`src/hw/rtl/kcs_pkg.sv`:
```
// keyframe clip sampler package: request kinds, loop modes, divider handshake
// no dependencies
package kcs_pkg;

   localparam logic [1:0] KIND_POSE   = 2'd0;
   localparam logic [1:0] KIND_DUR    = 2'd1;
   localparam logic [1:0] KIND_SAMPLE = 2'd2;

   localparam logic [1:0] LOOP_NONE   = 2'd0;
   localparam logic [1:0] LOOP_MIRROR = 2'd2;

   localparam logic [1:0] CSR_LOOP_MODE   = 2'd0;
   localparam logic [1:0] CSR_FRAME_COUNT = 2'd1;
   localparam logic [1:0] CSR_DOF_COUNT   = 2'd2;

   localparam int PHASE_BITS = 16;
   localparam logic [16:0] PHASE_ONE = 17'h10000;

   typedef struct packed {
      logic        start;
      logic [32:0] init_rem;
      logic [31:0] dividend;
      logic [32:0] divisor;
      logic [5:0]  steps;
   } kcs_div_req_type;

   typedef struct packed {
      logic        done;
      logic [31:0] quot;
      logic [32:0] rem;
   } kcs_div_rsp_type;

endpackage

```
`src/hw/rtl/kcs_div.sv`:
```
// restoring divider, one quotient bit per cycle, shared by cycle and phase math
// depends on kcs_pkg
module kcs_div (
   input  logic                     clock,
   input  logic                     reset,
   input  kcs_pkg::kcs_div_req_type div_req,
   output kcs_pkg::kcs_div_rsp_type div_rsp
);
   import kcs_pkg::*;

   logic        busy_ff, busy_in;
   logic        done_ff, done_in;
   logic [5:0]  cnt_ff, cnt_in;
   logic [32:0] rem_ff, rem_in;
   logic [31:0] dvd_ff, dvd_in;
   logic [32:0] dsr_ff, dsr_in;
   logic [31:0] quot_ff, quot_in;
   logic [33:0] shifted;
   logic [33:0] diff;
   logic        fits;

   always_comb begin
      shifted = {rem_ff, dvd_ff[31]};
      diff    = shifted - {1'b0, dsr_ff};
      fits    = shifted >= {1'b0, dsr_ff};
      busy_in = busy_ff;
      done_in = 1'b0;
      cnt_in  = cnt_ff;
      rem_in  = rem_ff;
      dvd_in  = dvd_ff;
      dsr_in  = dsr_ff;
      quot_in = quot_ff;
      if (div_req.start) begin
         busy_in = 1'b1;
         cnt_in  = div_req.steps;
         rem_in  = div_req.init_rem;
         dvd_in  = div_req.dividend;
         dsr_in  = div_req.divisor;
         quot_in = '0;
      end else if (busy_ff) begin
         rem_in  = fits ? diff[32:0] : shifted[32:0];
         quot_in = {quot_ff[30:0], fits};
         dvd_in  = {dvd_ff[30:0], 1'b0};
         cnt_in  = cnt_ff - 6'd1;
         if (cnt_ff == 6'd1) begin
            busy_in = 1'b0;
            done_in = 1'b1;
         end
      end
   end

   always_ff @(posedge clock) begin
      if (reset) begin
         busy_ff <= 1'b0;
         done_ff <= 1'b0;
      end else begin
         busy_ff <= busy_in;
         done_ff <= done_in;
      end
      cnt_ff  <= cnt_in;
      rem_ff  <= rem_in;
      dvd_ff  <= dvd_in;
      dsr_ff  <= dsr_in;
      quot_ff <= quot_in;
   end

   assign div_rsp.done = done_ff;
   assign div_rsp.quot = quot_ff;
   assign div_rsp.rem  = rem_ff;
endmodule
```
`config.mk`:
```
export PLATFORM = sky130hd
export DESIGN_NAME = kcs_div
export DESIGN_NICKNAME = d
export VERILOG_FILES = /design/src/hw/rtl/kcs_pkg.sv /design/src/hw/rtl/kcs_div.sv
export SDC_FILE = /design/constraint.sdc
export NUM_CORES = 1
export LEC_CHECK = 0
export BUFFER_PORTS_ARGS = -buffer_cell sky130_fd_sc_hd__buf_2
export CORE_MARGIN = 5
export CORE_UTILIZATION = 50
export DETAILED_ROUTE_END_ITERATION = 10
export PLACE_DENSITY = 0.75
export SETUP_SLACK_MARGIN = 0.5
export SLEW_MARGIN = 20
export SYNTH_ARGS = -nofsm -noshare
export SYNTH_HDL_FRONTEND = slang
export SYNTH_SLANG_ARGS = --single-unit
```
`constraint.sdc`:
```
create_clock -name clock -period 6.2 [get_ports clock]
set_clock_uncertainty 0.2 [all_clocks]
set_input_delay 0.93 -clock clock [delete_from_list [all_inputs] [get_ports clock]]
set_output_delay 0.93 -clock clock [all_outputs]
set_load 0.01 [all_outputs]
```
==> summary.md <==
| Metric | Value |
|---|---|
| Hold Path Class | `flip-flop to flip-flop` |
| Clock Power Share | `30.3%` |
| Pin count of the biggest net entering global routing | `67` |
| Yosys cell types | `66` |
| Worst reg-to-reg path cell count | `13` |
| Worst EP arrival | `4.18 ns` |
| Synth Net Count | `around 860` |
| RSZ-0062 raised after global routing | `no` |
| WL per Instance | `17.2 µm` |
| VDD IR max | `about 0.22 mV` |
| Net Switching | `0.00112 W` |
| Leading area contributor after synthesis | `edfxtp_1` |
| Die Wd | `roughly 130 µm` |
| Overall Global Routing Usage | `20.8%` |
| Top-count cell post-synth | `edfxtp_1` |
| P_int | `approximately 0.0021 W` |
| Area Growth Syn to Fin | `20.0%` |
| CTS tree | `built` |
| CP Launch Type | `flip-flop` |
| Critical Path RT | `6.24 ns` |
| Worst Max-Slew Pin Slew | `0.990 ns` |
| EDFF count, synth | `104` |
| Worst R2R End | `rem_ff[32]` |
| Nets@finish | `1013` |
| Hold slack | `~0.30 ns` |
| Worst R2R Setup Slack | `2.06 ns` |
| Setup TNS | `0 ns` |
| Io pins | `173` |
| Core region area | `15100 µm²` |
| Max H-tree Level | `4` |
| Post-route ant nets | `0` |
| Multi-input logic area | `3450 µm²` |
| CTS Root Cell | `clkbuf_16` |
| Synth area leaders | `edfxtp_1 41%, dfxtp_1 8.9%, ha_1 5.8%` |
| Final worst path period share | `66.7%` |
| GR Overflow Total | `0` |
| Vias in the first global route | `5860` |
| Vias | `5957` |
| DR vias/cell | `5.56` |
| Flop pwr share | `a little under two fifths` |
| Global-route wire length before repair | `29500 µm` |
| GP Congestion | `0.921` |
| Hold Vio Cnt, Final | `0` |
| YS warnings | `0` |
| Top FF cell, synth | `edfxtp_1` |
| Register area share after synthesis | `50.0%` |
| Hold path endpoint | `quot_ff[31]` |
| Critical path class | `flip-flop to flip-flop` |
| Flops & latches, synth | `138` |
| Minimum clock period | `4.14 ns` |
| Row cnt | `45` |
| Iteration count of the initial detailed-routing pass | `5` |
| Die span in y | `133 µm` |
| Setup bufs post-CTS | `0` |
| Status | `finished clean` |
| DIE AREA | `17800 µm²` |
| Worst rel slew slack | `33.9%` |
| CTS hold repair buffers | `0` |
| R2r startpoint | `dvd_ff[31]` |
| Clock-pin slew on the worst setup and hold paths | `0.06 ns` |
| P per Cell Area | `357 nW/µm²` |
| Clock sink total | `138` |
| Num CTS Buffers | `17` |
| Ys async rst share | `0%` |
| Slew Viols, Final | `0` |
| # resized after CTS | `0` |
| Sw frac | `34.3%` |
| Final setup violation count | `0` |
| Synthesized area per cell | `10.7 µm²` |
| Commonest cells post-synth | `104 x edfxtp_1, 69 x nor2_1, 64 x nand2_1, 47 x inv_1, 37 x a21oi_1` |
| Worst-Skew Late Latency | `between 0.4 and 0.5 ns` |
| Mapped Area | `7610 µm²` |
| DRC Markers | `0` |
| Max clock buf depth | `2` |
| Post-synthesis instance total | `712` |
| Starting density of the core | `around half` |
| Leakage power | `3.94 nW` |
| HP Start | `quot_ff[31]` |
| Maxcap violations | `0` |
| DP HPWL | `between 10000 and 15000 µm` |
| Routed wire length | `18400 µm` |
| IO buf count | `172` |
| Synth top area share | `~41%` |
| Comb power frac | `between 30% and 40%` |
| Critical Path Fanout Max | `20` |
| Fmax achieved | `between 0.2 and 0.25 GHz` |
| Filler instances | `around 1300` |
| CP endpoint kind | `flip-flop` |
| Reg area | `roughly 3800 µm²` |
| Initial antenna violation count | `6` |
| WHS Path Cells | `2` |
| DRT iter0 DRCs | `366` |
| Layout cells sized above 1 | `a little under 30%` |
## cell type report
cell class | instances | share of cell area, %
Sequential cell | 138 | 41.7
Multi-Input combinational cell | 489 | 37.8
Timing Repair Buffer | 177 | 9.86
Clock buffer | 18 | 4.70
Tap cell | 188 | 2.58
Inverter | 47 | 1.93
Clock inverter | 14 | 1.47
Antenna cell | 1 | 0.0274
## cells in the final DEF (no fill, tap or decap), types with 7 or more instances in the layout
master	n
xnor2_1	23
o21ai_0	20
clkbuf_16	17
edfxtp_1	104
a21oi_1	37
nand3_1	13
mux2_2	34
nor2_1	69
a31oi_1	21
nand2_1	64
buf_2	171
inv_6	7
dfxtp_1	33
inv_1	47
ha_1	35
mux2i_1	33
nor3_1	14
a21o_1	13
## worst max path at each step
stage	start	endpoint	slack, ns	depth (start not counted)
floorplan	dvd_ff[31]	rem_ff[23]	2.93	13
global placement	dvd_ff[31]	rem_ff[32]	2.21	13
detailed placement	dvd_ff[31]	rem_ff[32]	2.04	13
CTS	dvd_ff[31]	rem_ff[32]	2.05	13
global route	dvd_ff[31]	rem_ff[29]	1.74	12
finish	dvd_ff[31]	rem_ff[32]	2.06	13
## flip-flops by register name, indices dropped and copies added, names as in the netlist
| register | flops |
|---|---|
| busy_ff | 1 |
| dvd_ff | 32 |
| done_ff | 1 |
| cnt_ff | 6 |
| rem_ff | 33 |
| dsr_ff | 33 |
| quot_ff | 32 |
## power groups by stage
stage | clock, W | combinational (W) | sequential (W)
after CTS | 0.00100 | 0.00107 | 0.00121
after detailed placement | 0 | 0.00106 | 0.00123
after global routing | 0.00105 | 0.00118 | 0.00122
after global placement | 0 | 0.00105 | 0.00122
final | 0.000988 | 0.00107 | 0.00121
after floorplan | 0 | 0.000771 | 0.00123
## cell families (layout without fill, tap and decap cells)
family                   Yosys count  count (layout)  synth area share, %
XOR/XNOR                          28              28                 3.22
AO/OA/AOI/OAI                    149             149                 13.8
buffers and inverters             85             256                 4.65
other                              0               1                    0
flip-flops                       138             138                 50.0
AND/OR/NAND/NOR                  209             209                 12.9
multiplexers                      67              67                 9.37
adder cells (fa/ha/maj)           36              36                 6.02
## metal layers
metal	wire length [µm]	share of wire (%)	global-route usage (%)
met1	8010	43	26.5
met2	8390	46	32.1
met3	1700	9.2	9.14
met4	265	1.4	6.23
met5	62	0.34	0
## stage by stage
stage | cell area [µm²] | worst slack [ns] | instances | utilization, % | power [W]
2_1_floorplan | 7610 | 2.93 | 712 | - | 0.00200
3_3_place_gp | 8570 | 2.21 | 1039 | 56.8 | 0.00227
3_5_place_dp | 8570 | 2.04 | 1039 | 56.8 | 0.00228
4_1_cts | 9130 | 2.05 | 1071 | 60.5 | 0.00328
5_1_grt | 9130 | 1.74 | 1071 | 60.5 | 0.00345
6_report | 9130 | 2.06 | 1072 | 60.5 | 0.00326
## worst max-delay path: stages (launching register included)
cell,delay (ns)
edfxtp_1,0.40
inv_1,0.08
ha_1,0.16
inv_1,0.06
fa_1,0.40
a21o_1,0.23
a221oi_4,0.33
o41ai_1,0.17
a2111oi_4,0.34
a21oi_4,0.12
nor2_2,0.77
buf_4,0.36
a2111oi_2,0.05
nor4_1,0.28
Power figures use the tool's default switching activity.
